===== config.mk =====
export PLATFORM = sky130hd
export DESIGN_NAME = dns_query_message_builder
export DESIGN_NICKNAME = d
export VERILOG_FILES = /design/src/rtl/dqmb_pkg.sv /design/src/rtl/dqmb_ctrl.sv /design/src/rtl/dqmb_dp.sv /design/src/rtl/dns_query_message_builder.sv
export SDC_FILE = /design/constraint.sdc
export NUM_CORES = 1
export LEC_CHECK = 0
export BUFFER_PORTS_ARGS = -buffer_cell sky130_fd_sc_hd__buf_2
export CORE_UTILIZATION = 55
export DETAILED_ROUTE_END_ITERATION = 8
export GPL_TIMING_DRIVEN = 0
export PLACE_DENSITY = 0.69
export SETUP_SLACK_MARGIN = 0.5
export SLEW_MARGIN = 20
export SYNTH_ARGS = -nofsm -noshare
export SYNTH_HDL_FRONTEND = slang
export SYNTH_SLANG_ARGS = --single-unit
export TNS_END_PERCENT = 100

===== constraint.sdc =====
create_clock -name clk -period 3.9 [get_ports clk]
set_clock_uncertainty 0.15 [all_clocks]
set_input_delay 0.78 -clock clk [delete_from_list [all_inputs] [get_ports clk]]
set_output_delay 0.78 -clock clk [all_outputs]
set_load 0.05 [all_outputs]

===== src/rtl/dqmb_pkg.sv =====
// ----------------------------------------------------------------------------
// DNS query message builder package
// Shared widths, constants, command and status types of the builder.
// ----------------------------------------------------------------------------
package dqmb_pkg;

  localparam int LABEL_DEPTH_DEF = 63;
  localparam int LEN_W           = 6;
  localparam int STEP_W          = 6;
  localparam int IN_DATA_W       = 40;
  localparam int OUT_DATA_W      = 16;
  localparam int OUT_USER_W      = 2;

  localparam logic [7:0] DOT_CHAR = 8'h2E;

  // Fixed 12-byte header: id, flags, question count, three empty counts.
  localparam int          HDR_WORDS  = 6;
  localparam logic [15:0] HDR_ID     = 16'h0001;
  localparam logic [15:0] HDR_FLAGS  = 16'h0100;
  localparam logic [15:0] HDR_QDCNT  = 16'h0001;
  localparam logic [2:0]  HW_ID      = 3'd0;
  localparam logic [2:0]  HW_FLAGS   = 3'd1;
  localparam logic [2:0]  HW_QDCNT   = 3'd2;

  // Closing bytes after the last label.
  localparam logic [2:0] TB_ZERO     = 3'd0;
  localparam logic [2:0] TB_TYPE_HI  = 3'd1;
  localparam logic [2:0] TB_TYPE_LO  = 3'd2;
  localparam logic [2:0] TB_CLASS_HI = 3'd3;
  localparam logic [2:0] TB_CLASS_LO = 3'd4;

  typedef enum logic [3:0] {
    OP_NONE,
    OP_CAPTURE,
    OP_HDR,
    OP_CHAR,
    OP_PUT_LEN,
    OP_RD,
    OP_PUT_MEM,
    OP_PUT_TAIL,
    OP_ODD
  } dqmb_op_t;

  typedef enum logic [3:0] {
    ST_IDLE,
    ST_HDR,
    ST_CHAR,
    ST_ENDCHK,
    ST_FLEN,
    ST_FRD,
    ST_FPUT,
    ST_TAIL,
    ST_ODD
  } dqmb_state_t;

  typedef struct packed {
    dqmb_op_t            op;
    logic [STEP_W-1:0]   step;
    logic                last;
    logic                clr_len;
  } dqmb_cmd_t;

  typedef struct packed {
    logic               started;
    logic               char_valid;
    logic               name_end;
    logic               is_dot;
    logic [LEN_W-1:0]   len;
    logic               held;
    logic               out_free;
  } dqmb_sts_t;

  function automatic logic [15:0] hdr_word(input logic [2:0] idx);
    logic [15:0] w;
    w = 16'h0000;
    case (idx)
      HW_ID:    w = HDR_ID;
      HW_FLAGS: w = HDR_FLAGS;
      HW_QDCNT: w = HDR_QDCNT;
      default:  w = 16'h0000;
    endcase
    return w;
  endfunction

endpackage


===== src/rtl/dqmb_ctrl.sv =====
// ----------------------------------------------------------------------------
// DNS query message builder controller
// Sequences header, character handling, label flush and message tail.
// ----------------------------------------------------------------------------
module dqmb_ctrl (
  input  logic                 clk,
  input  logic                 rst_n,
  input  logic                 in_tvalid,
  input  logic                 in_char_valid,
  input  logic                 in_name_end,
  output logic                 in_tready,
  input  dqmb_pkg::dqmb_sts_t  sts,
  output dqmb_pkg::dqmb_cmd_t  cmd
);

  dqmb_pkg::dqmb_state_t           state_r, state_nxt;
  logic [dqmb_pkg::STEP_W-1:0]     step_r, step_nxt;
  logic [dqmb_pkg::STEP_W-1:0]     step_inc;
  logic                            put_ok;
  logic                            mem_last;

  assign step_inc = dqmb_pkg::STEP_W'(step_r + 1'b1);
  // A byte that pairs with a held byte produces a word and needs the output free.
  assign put_ok   = !sts.held || sts.out_free;
  assign mem_last = (step_inc == dqmb_pkg::STEP_W'(sts.len));

  always_ff @(posedge clk) begin
    if (!rst_n) begin
      state_r <= dqmb_pkg::ST_IDLE;
      step_r  <= '0;
    end else begin
      state_r <= state_nxt;
      step_r  <= step_nxt;
    end
  end

  always_comb begin
    state_nxt = state_r;
    step_nxt  = step_r;
    unique case (state_r)
      dqmb_pkg::ST_IDLE: begin
        step_nxt = '0;
        if (in_tvalid && (in_char_valid || in_name_end)) begin
          state_nxt = sts.started ? dqmb_pkg::ST_CHAR : dqmb_pkg::ST_HDR;
        end
      end
      dqmb_pkg::ST_HDR: begin
        if (sts.out_free) begin
          if (step_r == dqmb_pkg::STEP_W'(dqmb_pkg::HDR_WORDS - 1)) begin
            state_nxt = dqmb_pkg::ST_CHAR;
            step_nxt  = '0;
          end else begin
            step_nxt = step_inc;
          end
        end
      end
      dqmb_pkg::ST_CHAR: begin
        if (sts.char_valid && sts.is_dot) begin
          state_nxt = dqmb_pkg::ST_FLEN;
        end else if (sts.name_end) begin
          state_nxt = dqmb_pkg::ST_ENDCHK;
        end else begin
          state_nxt = dqmb_pkg::ST_IDLE;
        end
      end
      dqmb_pkg::ST_ENDCHK: begin
        step_nxt = '0;
        if (!sts.name_end) begin
          state_nxt = dqmb_pkg::ST_IDLE;
        end else if (sts.len != '0) begin
          state_nxt = dqmb_pkg::ST_FLEN;
        end else begin
          state_nxt = dqmb_pkg::ST_TAIL;
        end
      end
      dqmb_pkg::ST_FLEN: begin
        step_nxt = '0;
        if (put_ok) begin
          state_nxt = (sts.len == '0) ? dqmb_pkg::ST_ENDCHK : dqmb_pkg::ST_FRD;
        end
      end
      dqmb_pkg::ST_FRD: begin
        state_nxt = dqmb_pkg::ST_FPUT;
      end
      dqmb_pkg::ST_FPUT: begin
        if (put_ok) begin
          if (mem_last) begin
            state_nxt = dqmb_pkg::ST_ENDCHK;
            step_nxt  = '0;
          end else begin
            state_nxt = dqmb_pkg::ST_FRD;
            step_nxt  = step_inc;
          end
        end
      end
      dqmb_pkg::ST_TAIL: begin
        if (put_ok) begin
          if (step_r == dqmb_pkg::STEP_W'(dqmb_pkg::TB_CLASS_LO)) begin
            state_nxt = sts.held ? dqmb_pkg::ST_IDLE : dqmb_pkg::ST_ODD;
            step_nxt  = '0;
          end else begin
            step_nxt = step_inc;
          end
        end
      end
      dqmb_pkg::ST_ODD: begin
        if (sts.out_free) begin
          state_nxt = dqmb_pkg::ST_IDLE;
        end
      end
      default: begin
        state_nxt = dqmb_pkg::ST_IDLE;
        step_nxt  = '0;
      end
    endcase
  end

  always_comb begin
    cmd         = '0;
    cmd.op      = dqmb_pkg::OP_NONE;
    cmd.step    = step_r;
    in_tready   = 1'b0;
    unique case (state_r)
      dqmb_pkg::ST_IDLE: begin
        in_tready = 1'b1;
        if (in_tvalid) cmd.op = dqmb_pkg::OP_CAPTURE;
      end
      dqmb_pkg::ST_HDR: begin
        if (sts.out_free) cmd.op = dqmb_pkg::OP_HDR;
      end
      dqmb_pkg::ST_CHAR: begin
        cmd.op = dqmb_pkg::OP_CHAR;
      end
      dqmb_pkg::ST_ENDCHK: begin
        cmd.op = dqmb_pkg::OP_NONE;
      end
      dqmb_pkg::ST_FLEN: begin
        if (put_ok) cmd.op = dqmb_pkg::OP_PUT_LEN;
      end
      dqmb_pkg::ST_FRD: begin
        cmd.op = dqmb_pkg::OP_RD;
      end
      dqmb_pkg::ST_FPUT: begin
        if (put_ok) begin
          cmd.op      = dqmb_pkg::OP_PUT_MEM;
          cmd.clr_len = mem_last;
        end
      end
      dqmb_pkg::ST_TAIL: begin
        if (put_ok) begin
          cmd.op   = dqmb_pkg::OP_PUT_TAIL;
          cmd.last = (step_r == dqmb_pkg::STEP_W'(dqmb_pkg::TB_CLASS_LO));
        end
      end
      dqmb_pkg::ST_ODD: begin
        if (sts.out_free) begin
          cmd.op   = dqmb_pkg::OP_ODD;
          cmd.last = 1'b1;
        end
      end
      default: begin
        cmd.op = dqmb_pkg::OP_NONE;
      end
    endcase
  end

endmodule


===== src/rtl/dqmb_dp.sv =====
// ----------------------------------------------------------------------------
// DNS query message builder datapath
// Item capture, label buffer, byte-to-word packer and output register.
// ----------------------------------------------------------------------------
module dqmb_dp #(
  parameter int LABEL_DEPTH = dqmb_pkg::LABEL_DEPTH_DEF
) (
  input  logic                               clk,
  input  logic                               rst_n,
  input  logic [dqmb_pkg::IN_DATA_W-1:0]     in_tdata,
  input  logic [0:0]                         in_tuser,
  input  logic                               in_tlast,
  input  dqmb_pkg::dqmb_cmd_t                cmd,
  output dqmb_pkg::dqmb_sts_t                sts,
  output logic                               out_tvalid,
  input  logic                               out_tready,
  output logic [dqmb_pkg::OUT_DATA_W-1:0]    out_tdata,
  output logic [dqmb_pkg::OUT_USER_W-1:0]    out_tuser,
  output logic                               out_tlast
);

  localparam int AW = (LABEL_DEPTH > 1) ? $clog2(LABEL_DEPTH) : 1;
  localparam logic [dqmb_pkg::LEN_W-1:0] DEPTH_LEN = dqmb_pkg::LEN_W'(LABEL_DEPTH);

  logic [7:0] label_mem [LABEL_DEPTH];

  // Captured item.
  logic [7:0]  ch_r;
  logic        cvalid_r;
  logic        end_r;
  logic [15:0] qtype_r;
  logic [15:0] qclass_r;
  logic [7:0]  rd_data_r;

  logic [dqmb_pkg::LEN_W-1:0] len_r, len_nxt;
  logic started_r, started_nxt;
  logic [7:0] odd_r, odd_nxt;
  logic held_r, held_nxt;
  logic trunc_r, trunc_nxt;

  logic out_valid_r, out_valid_nxt;
  logic [7:0] out_hi_r, out_lo_r;
  logic out_full_r, out_last_r, out_trunc_r;

  logic        is_dot;
  logic        char_wr;
  logic        is_put;
  logic [7:0]  put_byte;
  logic        emit;
  logic        emit_last;
  logic [7:0]  word_hi, word_lo;
  logic        word_full;
  logic [15:0] hdr_w;

  assign is_dot  = (ch_r == dqmb_pkg::DOT_CHAR);
  assign char_wr = (cmd.op == dqmb_pkg::OP_CHAR) && cvalid_r && !is_dot &&
                   (len_r < DEPTH_LEN);
  assign is_put  = (cmd.op == dqmb_pkg::OP_PUT_LEN) || (cmd.op == dqmb_pkg::OP_PUT_MEM) ||
                   (cmd.op == dqmb_pkg::OP_PUT_TAIL);
  assign hdr_w   = dqmb_pkg::hdr_word(cmd.step[2:0]);

  always_comb begin
    put_byte = 8'h00;
    unique case (cmd.op)
      dqmb_pkg::OP_PUT_LEN: put_byte = 8'(len_r);
      dqmb_pkg::OP_PUT_MEM: put_byte = rd_data_r;
      dqmb_pkg::OP_PUT_TAIL: begin
        case (cmd.step[2:0])
          dqmb_pkg::TB_TYPE_HI:  put_byte = qtype_r[15:8];
          dqmb_pkg::TB_TYPE_LO:  put_byte = qtype_r[7:0];
          dqmb_pkg::TB_CLASS_HI: put_byte = qclass_r[15:8];
          dqmb_pkg::TB_CLASS_LO: put_byte = qclass_r[7:0];
          default:               put_byte = 8'h00;
        endcase
      end
      default: put_byte = 8'h00;
    endcase
  end

  always_comb begin
    emit      = 1'b0;
    word_hi   = odd_r;
    word_lo   = 8'h00;
    word_full = 1'b1;
    odd_nxt   = odd_r;
    held_nxt  = held_r;
    if (cmd.op == dqmb_pkg::OP_HDR) begin
      emit    = 1'b1;
      word_hi = hdr_w[15:8];
      word_lo = hdr_w[7:0];
    end else if (cmd.op == dqmb_pkg::OP_ODD) begin
      emit      = 1'b1;
      word_full = 1'b0;
      held_nxt  = 1'b0;
      odd_nxt   = 8'h00;
    end else if (is_put) begin
      if (held_r) begin
        emit     = 1'b1;
        word_lo  = put_byte;
        held_nxt = 1'b0;
        odd_nxt  = 8'h00;
      end else begin
        odd_nxt  = put_byte;
        held_nxt = 1'b1;
      end
    end
  end

  assign emit_last = emit && cmd.last;

  always_comb begin
    len_nxt     = len_r;
    started_nxt = started_r;
    trunc_nxt   = trunc_r;
    if (char_wr) len_nxt = dqmb_pkg::LEN_W'(len_r + 1'b1);
    if (cmd.clr_len) len_nxt = '0;
    if (cmd.op == dqmb_pkg::OP_HDR) started_nxt = 1'b1;
    if ((cmd.op == dqmb_pkg::OP_CHAR) && cvalid_r && !is_dot && (len_r >= DEPTH_LEN)) begin
      trunc_nxt = 1'b1;
    end
    if (emit) begin
      out_valid_nxt = 1'b1;
    end else begin
      out_valid_nxt = out_valid_r && !out_tready;
    end
    // The final word returns the message state to its idle values.
    if (emit_last) begin
      len_nxt     = '0;
      started_nxt = 1'b0;
      trunc_nxt   = 1'b0;
    end
  end

  always_ff @(posedge clk) begin
    if (!rst_n) begin
      len_r       <= '0;
      started_r   <= 1'b0;
      odd_r       <= 8'h00;
      held_r      <= 1'b0;
      trunc_r     <= 1'b0;
      out_valid_r <= 1'b0;
    end else begin
      len_r       <= len_nxt;
      started_r   <= started_nxt;
      odd_r       <= odd_nxt;
      held_r      <= held_nxt;
      trunc_r     <= trunc_nxt;
      out_valid_r <= out_valid_nxt;
    end
  end

  always_ff @(posedge clk) begin
    if (cmd.op == dqmb_pkg::OP_CAPTURE) begin
      ch_r     <= in_tdata[7:0];
      qtype_r  <= in_tdata[23:8];
      qclass_r <= in_tdata[39:24];
      cvalid_r <= in_tuser[0];
      end_r    <= in_tlast;
    end
    if (emit) begin
      out_hi_r    <= word_hi;
      out_lo_r    <= word_lo;
      out_full_r  <= word_full;
      out_last_r  <= cmd.last;
      out_trunc_r <= cmd.last && trunc_r;
    end
  end

  always_ff @(posedge clk) begin
    if (char_wr) begin
      label_mem[len_r[AW-1:0]] <= ch_r;
    end
    if (cmd.op == dqmb_pkg::OP_RD) begin
      rd_data_r <= label_mem[cmd.step[AW-1:0]];
    end
  end

  assign sts.started    = started_r;
  assign sts.char_valid = cvalid_r;
  assign sts.name_end   = end_r;
  assign sts.is_dot     = is_dot;
  assign sts.len        = len_r;
  assign sts.held       = held_r;
  assign sts.out_free   = !out_valid_r || out_tready;

  assign out_tvalid = out_valid_r;
  assign out_tdata  = {out_lo_r, out_hi_r};
  assign out_tuser  = {out_trunc_r, out_full_r};
  assign out_tlast  = out_last_r;

  a_finish_clears: assert property (@(posedge clk) disable iff (!rst_n)
    emit_last |=> (!held_r && !trunc_r && !started_r && (len_r == '0)))
    else $error("message state not cleared after final word");

  a_len_bound: assert property (@(posedge clk) disable iff (!rst_n)
    len_r <= DEPTH_LEN)
    else $error("label length beyond buffer depth");

  a_trunc_on_last: assert property (@(posedge clk) disable iff (!rst_n)
    (out_valid_r && out_trunc_r) |-> out_last_r)
    else $error("truncation flag on a word that is not final");

  a_half_on_last: assert property (@(posedge clk) disable iff (!rst_n)
    (out_valid_r && !out_full_r) |-> out_last_r)
    else $error("half word before the end of the message");

  a_hdr_aligned: assert property (@(posedge clk) disable iff (!rst_n)
    (cmd.op == dqmb_pkg::OP_HDR) |-> (!held_r && !out_valid_nxt == 1'b0))
    else $error("header word issued with a byte pending");

endmodule


===== src/rtl/dns_query_message_builder.sv =====
// ----------------------------------------------------------------------------
// DNS query message builder
// Turns a stream of domain-name characters into a DNS query message.
// ----------------------------------------------------------------------------
// The block takes one request per name character and sends the query message
// as 16-bit words, first message byte in the low byte of out_tdata. The first
// request of a message that carries a character or the end flag produces the
// 12-byte header first (6 words, one per cycle while the output is free). A
// dot flushes the buffered label: the length byte, then each label byte, read
// through the one registered port of the label buffer, and then a check for
// the end flag. The request with in_tlast set adds any pending label, then five
// closing bytes and an odd final byte if any. Labels longer than LABEL_DEPTH
// are cut, and the final word reports it in out_tuser[1]. A stall on the
// output side holds the builder until the word is taken.
module dns_query_message_builder #(
  parameter int LABEL_DEPTH = dqmb_pkg::LABEL_DEPTH_DEF
) (
  input  logic                               clk,
  input  logic                               rst_n,
  input  logic                               in_tvalid,
  output logic                               in_tready,
  // [7:0] name_char, [23:8] query_type, [39:24] query_class
  input  logic [dqmb_pkg::IN_DATA_W-1:0]     in_tdata,
  // [0] char_valid
  input  logic [0:0]                         in_tuser,
  input  logic                               in_tlast,
  output logic                               out_tvalid,
  input  logic                               out_tready,
  // [7:0] word_high, [15:8] word_low
  output logic [dqmb_pkg::OUT_DATA_W-1:0]    out_tdata,
  // [0] word_full, [1] label_truncated
  output logic [dqmb_pkg::OUT_USER_W-1:0]    out_tuser,
  output logic                               out_tlast
);

  dqmb_pkg::dqmb_cmd_t cmd;
  dqmb_pkg::dqmb_sts_t sts;

  dqmb_ctrl u_ctrl (
    .clk           (clk),
    .rst_n         (rst_n),
    .in_tvalid     (in_tvalid),
    .in_char_valid (in_tuser[0]),
    .in_name_end   (in_tlast),
    .in_tready     (in_tready),
    .sts           (sts),
    .cmd           (cmd)
  );

  dqmb_dp #(
    .LABEL_DEPTH (LABEL_DEPTH)
  ) u_dp (
    .clk        (clk),
    .rst_n      (rst_n),
    .in_tdata   (in_tdata),
    .in_tuser   (in_tuser),
    .in_tlast   (in_tlast),
    .cmd        (cmd),
    .sts        (sts),
    .out_tvalid (out_tvalid),
    .out_tready (out_tready),
    .out_tdata  (out_tdata),
    .out_tuser  (out_tuser),
    .out_tlast  (out_tlast)
  );

endmodule

Word level (Yosys, flattened, before mapping)
Memory sizes are Yosys's and may differ from the RTL's. A register that Yosys moved wholly into a read port is not among the register bits.
Index checks and enable logic that the tools add are counted.
- flip-flop bits (word level): 89
- bits in writable memories: 504
- bits of input ports: 46
- output and inout bits: 21
- word-level logic and storage cells: 147
- memories kept: 1
- add/sub/neg operators: 2
- order comparisons: 2
- eq/ne operators: 32
- multiplexer cells: 59
- bitwise operators: 3
- reduce and logical (&&, ||, !) cells: 30
- memories (memory ; depth ; width ; read ports ; clocked after Yosys merged registers in ; wr ports ; line ; RTL):
    u_dp.label_mem ; 63 ; 8 ; 1 ; 1 ; 1 ; dqmb_dp.sv:25 ; logic [7:0] label_mem [LABEL_DEPTH];
- operators by type and width (operator ; count):
    8-bit two-way mux ; 8
    4-bit two-way mux ; 12
    6-bit two-way mux ; 6
    4-bit one-hot mux with 9 select lines ; 1
    4-bit by 3-bit equality test with 1-bit output (second input constant) ; 8
    4-bit one-hot mux with 8 select lines ; 1
    8-bit one-hot mux with 4 select lines ; 1
    6-bit one-hot mux with 4 select lines ; 1
    8-bit one-hot mux with 3 select lines ; 1
    9-bit one-hot mux with 2 select lines ; 1
    1-bit two-way mux ; 17
    4-bit by 2-bit equality test with 1-bit output (second input constant) ; 4
    2-bit by 1-bit inequality test with 1-bit output (second input constant) ; 8
    3-bit two-way mux ; 5
    6-bit by 1-bit adder with 6-bit output (second input constant) ; 2
    6-bit by 3-bit equality test with 1-bit output (second input constant) ; 2
    1-bit logical AND ; 9
    4-bit by 1-bit equality test with 1-bit output (second input constant) ; 2
    4-bit equality test (second input constant) ; 2
    8-bit by 6-bit equality test with 1-bit output (second input constant) ; 1
    2-bit two-way mux ; 4
    8-bit AND reduction ; 1
    3-bit by 2-bit equality test with 1-bit output (second input constant) ; 2
    6-bit equality test ; 1
    other kinds (17) ; 28

Depth between registers and ports, before layout
Gate-level depths: netlist of run 1.
- depth in word-level cells: 13
- depth in mapped cells: 14

Hierarchy
A second synthesis of run 1 with hierarchy kept.
- cell total of the unflattened synthesis: 1404
- area total of the unflattened synthesis: 24542.3 um^2
- by module, submodules not included (module ; instances ; cells an instance ; area an instance (um^2) ; seq. area each (um^2)):
    dqmb_dp ; 1 ; 1258 ; 23482.5 ; 17566.8
    dqmb_ctrl ; 1 ; 146 ; 1059.8 ; 200.2

Worst setup path before layout of run 1
OpenSTA, ideal clock, no wires.
- path type: flip-flop to flip-flop
- start point: register u_ctrl.state_r[2]
- end point: register u_dp.ch_r[0] (enable)
- data arrival time: 3.422 ns
- path slack: -0.075 ns
- stages on the path, launching flop included: 5
- cells stage by stage: dfxtp_1 -> clkbuf_1 -> clkbuf_1 -> nor4_1 -> and2_1
- cells in the longest elaborated chain, start to end: 3
- elaborated cells on any way between the ends: 10
- those cells by class: 8 x eq/ne; 1 x mux; 1 x reduce/logical
- RTL lines (what ; line ; RTL):
    start, declared ; dqmb_ctrl.sv:16 ; dqmb_pkg::dqmb_state_t state_r, state_nxt;
    start signal, assigned ; dqmb_ctrl.sv:29 ; state_r <= dqmb_pkg::ST_IDLE;
    start signal, assigned ; dqmb_ctrl.sv:32 ; state_r <= state_nxt;
    4-bit equality test (tied with other cells) ; dqmb_ctrl.sv:123 ; unique case (state_r)
    4-bit one-hot mux with 8 select lines * ; dqmb_ctrl.sv:123 ;
    4-bit by 1-bit equality test with 1-bit output * ; dqmb_dp.sv:153 ; if (cmd.op == dqmb_pkg::OP_CAPTURE) begin
    end signal, assigned ; dqmb_dp.sv:154 ; ch_r <= in_tdata[7:0];
    end, declared ; dqmb_dp.sv:28 ; logic [7:0] ch_r;
Every way passes the cells marked *; elsewhere a longest branch is shown, timed or not.
A chain may end at the register's enable or synchronous reset.

Worst setup path after layout of run 1
- start point: register u_ctrl.state_r[2]
- end point: memory u_dp.label_mem[46][0] (enable)
- cells in the longest elaborated chain, start to end: 8
- elaborated cells on any way between the ends: 15
- those cells by class: 8 x eq/ne; 3 x mux; 4 x reduce/logical
- RTL lines (what ; line ; RTL):
    4-bit equality test (tied with other cells) ; dqmb_ctrl.sv:123 ;
    4-bit one-hot mux with 8 select lines * ; dqmb_ctrl.sv:123 ;
    4-bit by 2-bit equality test with 1-bit output * ; dqmb_dp.sv:56 ; assign char_wr = (cmd.op == dqmb_pkg::OP_CHAR) && cvalid_r && !is_dot &&
    1-bit logical AND * (3 in series) ; dqmb_dp.sv:56 ;
    1-bit two-way mux * ; dqmb_dp.sv:170 ; if (char_wr) begin
    1-bit two-way mux (implied by the code) * ; dqmb_dp.sv:171 ; label_mem[len_r[AW-1:0]] <= ch_r;
    end, declared ; dqmb_dp.sv:25 ;
Marked as above.

==> results.toml, run 1 <==
[run_status]
status = "completed"

[logic_synthesis]
synth_edf_count = 573
synthArstFlopShare_pct = 0
yosysTopAreaCellShare_pct = 72.21
ys.warnings.count = 0
synth_cells = 1211
netlist_area_mm2 = 0.02383
yosysTopAreaCell = "edfxtp_1"
synth-seq-cells = 601
ys_seq_area_share_pct = 74.56
syn_avg_cell_area_um2 = 19.68
synth.area.top_cells = "edfxtp_1 (72%), mux4_2 (14%), dfxtp_1 (2.4%)"
synthDistinctLibCells = 61
synth_nets = 1264
synthFlopType = "edfxtp_1"

[worst_hold_path]
hold_class = "input pin to register"

[sta]
setup_viol = 0
fin_crit_ps = 3353
setup_tns_ps = 0
rsz0062_at_grt = "yes"
worst_slew_pin_slew_ps = 1003
slew_viol_final = 0
fmax_ghz = 0.2982
slew_headroom_pct = 33.10
hold_viol_final = 0
post-route-period-util_pct = 85.99

[cts]
worstSkewPairLatency_ps = 640
clock-sinks = 601
clockRootBuffer = "clkbuf_16"
cts-htree-levels = 2
clk_pin_slew_ps = 60
clk_path_buf_depth = 3
cts_tree = "done"
cts_buffers = 58

[floorplanning]
core.rowCount = 75
ioPinCount = 67
die_w_um = 210.2
die_y_um = 210.2
core_region_area_mm2 = 0.04232
start_util_pct = 56.30
die_area_mm2 = 0.04416

[drt]
drt_pass1_iterations = 5
drcViolationCount = 0
top_layer = "met4"
ant_nets = 0
detail_route.vias_per_cell = 6.254
wl_um = 55580
dr_total_vias = 12460
wirelength_met1_um = 22120
drt_iter0_drc = 1314
avgRoutedWirePerCell_um = 27.89
met3WireLength_um = 4559
dr_wl_met2_um = 26920

[critical_path]
worstPathArrival_ps = 3470
start_kind = "register"
endpoint_kind = "register"
crit_required_ps = 4010
crit_fanout = 10
crit_type = "register to register"

[grt]
grt_pass1_vias = 12590
grt_max_degree = 37
gr-total-overflow = 0
grtUsageTotal_pct = 25.98
antenna_found_initial = 0
grt_pass1_wl_um = 82210

[finish]
syn_to_final_growth_pct = 16.74
finalNetCount = 1424
mostFrequentLayoutCells = "edfxtp_1 (573), mux4_2 (152), buf_2 (82)"
drive_above_1_share_pct = 32.63
nFillCells = 2780
layout_commonest_cell = "edfxtp_1"
antenna_cells = 0

[place]
io_buffers = 66
gp_congestion = 0.9300
dpl.hpwl_um = 36620

[power]
p_leak_nw = 8.530
power_density_mw_per_mm2 = 567.4
ir_worst_vdd_mv = 0.3936
total_power_mw = 15.79

[flow_run]
cap_violations = 0
-- Yosys cell counts (all sizes together) (2+ instances only) --
master,instances
and3,5
a22o,13
nand3b,4
a221o,9
nand2b,6
nand4,8
a21boi,2
or3,6
nor2b,7
clkinv,2
clkbuf,36
and2,13
a22oi,10
or4,2
nor4,3
nor3,12
a2bb2oi,10
edfxtp,573
a31o,3
a31oi,2
xnor2,10
mux2i,12
dfxtp,28
a32o,2
mux4,152
a211oi,4
ha,7
or3b,4
o31ai,2
o32ai,2
nand3,10
a221oi,7
a211o,2
o21ai,18
nand2,32
nor2,106
o211ai,3
inv,10
a21oi,21
buf,37
nand4b,2
-- registers in the layout, summed over array words and instances (netlist names), 8 cells and up --
| name | count |
|---|---|
| u_dp.out_lo_r | 8 |
| u_dp.qtype_r | 16 |
| u_dp.label_mem | 504 |
| u_dp.ch_r | 8 |
| u_dp.rd_data_r | 8 |
| u_dp.out_hi_r | 8 |
| u_dp.odd_r | 8 |
| u_dp.qclass_r | 16 |
-- per-stage QoR --
step	cell area (µm²)	hold slack (ps)	util (%)	cells	setup slack [ps]
floorplan	23840	281.7	-	1211	549.5
CTS	27640	137.6	65.31	1984	331.6
finish	27820	162.3	65.73	1993	546.6
global route	27820	153.9	65.73	1993	397.2
detailed placement	25270	308.9	59.70	1878	-436.2
global placement	24890	306.7	58.81	1854	-1419
-- critical path, cell delays in order, from the launching register on --
cell	delay [ps]
dfxtp_1	300
clkbuf_1	340
clkbuf_1	400
a21oi_1	150
o32ai_1	240
nand3_1	200
or3_1	330
clkbuf_2	350
nor2_2	510
-- layout make-up --
type,count,area (µm²),area share [%]
well taps,577,721.9,2.595
repair buffers,100,804.5,2.892
plain buffers,73,396.6,1.426
flip-flops and latches,601,17770,63.87
inverters,12,45.04,0.1619
clock buffers,78,1536,5.523
clock inverters,27,271.5,0.9760
multi-input cells,525,6276,22.56
-- path summary, 6_finish.rpt --
kind                      from                    end  slack [ps]  cells past startpoint
max          u_ctrl.state_r[2]  u_dp.label_mem[46][0]         550                      8
min                in_tdata[3]           u_dp.ch_r[3]         160                      1
max reg2reg  u_ctrl.state_r[2]  u_dp.label_mem[46][0]         550                      8
min reg2reg     u_dp.started_r         u_dp.started_r         320                      2
-- kinds of logic after synthesis --
group | Yosys count | synth area share [%]
AND/OR/NAND/NOR | 223 | 4.400
XOR/XNOR | 11 | 0.4043
adder cells (fa/ha/maj) | 7 | 0.3675
AO/OA/AOI/OAI | 119 | 3.712
flip-flops | 601 | 74.56
multiplexers | 165 | 14.92
buffers and inverters | 85 | 1.638
-- metal layers --
layer / GRT usage, % / vias up
met3: 4.336 / 115
met1: 36.37 / 6469
met2: 41.35 / 569
met5: 0 / -
met4: 10.32 / 0
li1: - / 5311
-- what timing repair did --
action | in CTS | in global routing
endpoints found under the setup margin | 545 | 511
resized for setup | 154 | 19
setup buffers | 1 | 9
hold buffers | 0 | 0
hold endpoints to repair | 0 | 0
pin swaps | 0 | 5
-- report_power, final --
part	internal [mW]	switching, mW	total [mW]
registers	7.55	0.0863	7.63
clock network	3.03	2.38	5.41
logic	1.03	1.71	2.74
No activity file was read; power rests on OpenSTA's default activity.
==> run 2, diff against run 1 <==
- REMOVE_ABC_BUFFERS: not set -> 1
==> run 2 against run 1 <==
Effect of this change:
- setup slack worse by 21 ps
- critical path type unchanged
- die area stayed put
- combinational power is 7% lower
- non-clock buffer count is 60 lower
- wire length is 7.3% lower
==> results.toml, run 2 (synthesis gave the netlist of run 1 again) <==
[cts]
clk_pin_slew_ps = 60
clock-sinks = 601
hold_buffers = 0
worstSkewPairLatency_ps = 620
cts_tree = "done"
clockRootBuffer = "clkbuf_16"
clk_path_buf_depth = 3
cts_buffers = 58
cts-htree-levels = 2

[finish]
syn_to_final_growth_pct = 16.80
layout_commonest_cell = "edfxtp_1"
instances_no_fill = 1936
nFillCells = 2736
drive_above_1_share_pct = 32.60
largest_register_ffs = 504
mostFrequentLayoutCells = "edfxtp_1 (573), mux4_2 (152), buf_2 (66)"
finalNetCount = 1364
antenna_cells = 0

[sta]
worst_slew_pin_slew_ps = 899.6
fmax_ghz = 0.2964
rsz0062_at_grt = "yes"
setup_viol = 0
fin_ws_ps = 525.9
setup_tns_ps = 0
hold_viol_final = 0
fin_hold_ws_ps = 187.0
slew_viol_final = 0
post-route-period-util_pct = 86.52
slew_headroom_pct = 39.84
fin_crit_ps = 3374

[power]
p_leak_nw = 8.465
p_sw_mw = 4.078
ir_worst_vdd_mv = 0.4112
swShare_pct = 25.47
intPower_mw = 11.93
power.share.clock_pct = 35.9
seqPwrFrac_pct = 48.2
power_density_mw_per_mm2 = 575.3
comb_power_share_pct = 15.9

[floorplanning]
start_util_pct = 56.30
ioPinCount = 67
die_area_mm2 = 0.04416
core_region_area_mm2 = 0.04232
core.rowCount = 75
die_w_um = 210.2
die_y_um = 210.2

[grt]
antenna_found_initial = 0
grt_pass1_vias = 11880
grt_max_degree = 44
grtUsageTotal_pct = 23.89
grt_pass1_wl_um = 76650
gr-total-overflow = 0

[critical_path]
endpoint_kind = "register"
ff2ff_path_depth = 7
critical-path-slowest-cell = "or3_1"
worstPathCellList = "buf_8 -> nand4b_1 -> nor4_1 -> nor3_1 -> nand3_1 -> or3_1 -> nor2_2"
crit_required_ps = 3990
worstPathArrival_ps = 3470
slowest_delay_ps = 680
start_kind = "register"
crit_fanout = 22
crit_type = "register to register"

[drt]
dr_total_vias = 12100
wl_um = 51510
drt_pass1_iterations = 7
detail_route.vias_per_cell = 6.248
drcViolationCount = 0
avgRoutedWirePerCell_um = 26.61
drt_iter0_drc = 1165
ant_nets = 0

[flow_run]
cap_violations = 0

[run_status]
status = "completed"

[worst_hold_path]
hold_class = "input pin to register"
hold-path-cell-count = 1

[place]
place_inst = 1810
gp_congestion = 0.8486
io_buffers = 66
detailedPlace.worstSlack_ps = -363.7
dpl.hpwl_um = 32550
-- run 2: worst max-delay path: cells and delay by family, from the launching register on --
| kind | cells | cell delay (ps) |
|---|---|---|
| buf+inv | 1 | 280 |
| flops | 1 | 640 |
| simple gates | 6 | 1900 |
-- run 2: final timing paths --
kind                 startpoint  slack (ps)                    end
setup / recovery   u_dp.ch_r[3]         530  u_dp.label_mem[14][5]
setup reg to reg   u_dp.ch_r[3]         530  u_dp.label_mem[14][5]
hold / removal     in_tdata[30]         190       u_dp.qclass_r[6]
hold reg to reg   u_dp.odd_r[1]         330          u_dp.odd_r[1]
-- run 2: area by class of cell --
class	instances	area (µm²)	area share [%]
clock buffers	76	1580	5.678
clock inverters	32	386.6	1.389
inverters	12	45.04	0.1618
multi-input cells	525	6200	22.28
flip-flops and latches	601	17780	63.88
well taps	577	721.9	2.594
repair buffers	113	1119	4.019
-- run 2: power by group through the flow --
stage                     logic (mW)  registers [mW]  clock network (mW)
after floorplan                 1.29            8.26                   0
after global placement          1.88            8.36                   0
after detailed placement        2.39            7.90                   0
after CTS                       2.52            7.72                5.84
after global routing            2.71            7.73                6.09
final                           2.55            7.71                5.75
-- run 2: repair_timing --
action	CTS	global route
setup buffers	5	13
gates cloned	0	0
resized for setup	132	5
pin swaps	0	7
setup endpoints to repair	505	346
-- run 2: metrics by stage --
step,power [mW],utilization (%),instance area (µm²)
floorplan,9.553,-,23480
CTS,16.08,65.29,27630
global route,16.53,65.76,27830
finish,16.01,65.76,27830
global placement,10.24,57.97,24540
detailed placement,10.29,59.36,25120
-- run 2: routing by layer --
layer	vias up	routed length, µm	GRT usage [%]
met2	480	24240	36.49
met4	0	1490	7.652
met3	89	3573	3.531
met1	6331	22210	36.05
met5	-	0	0
li1	5197	-	-
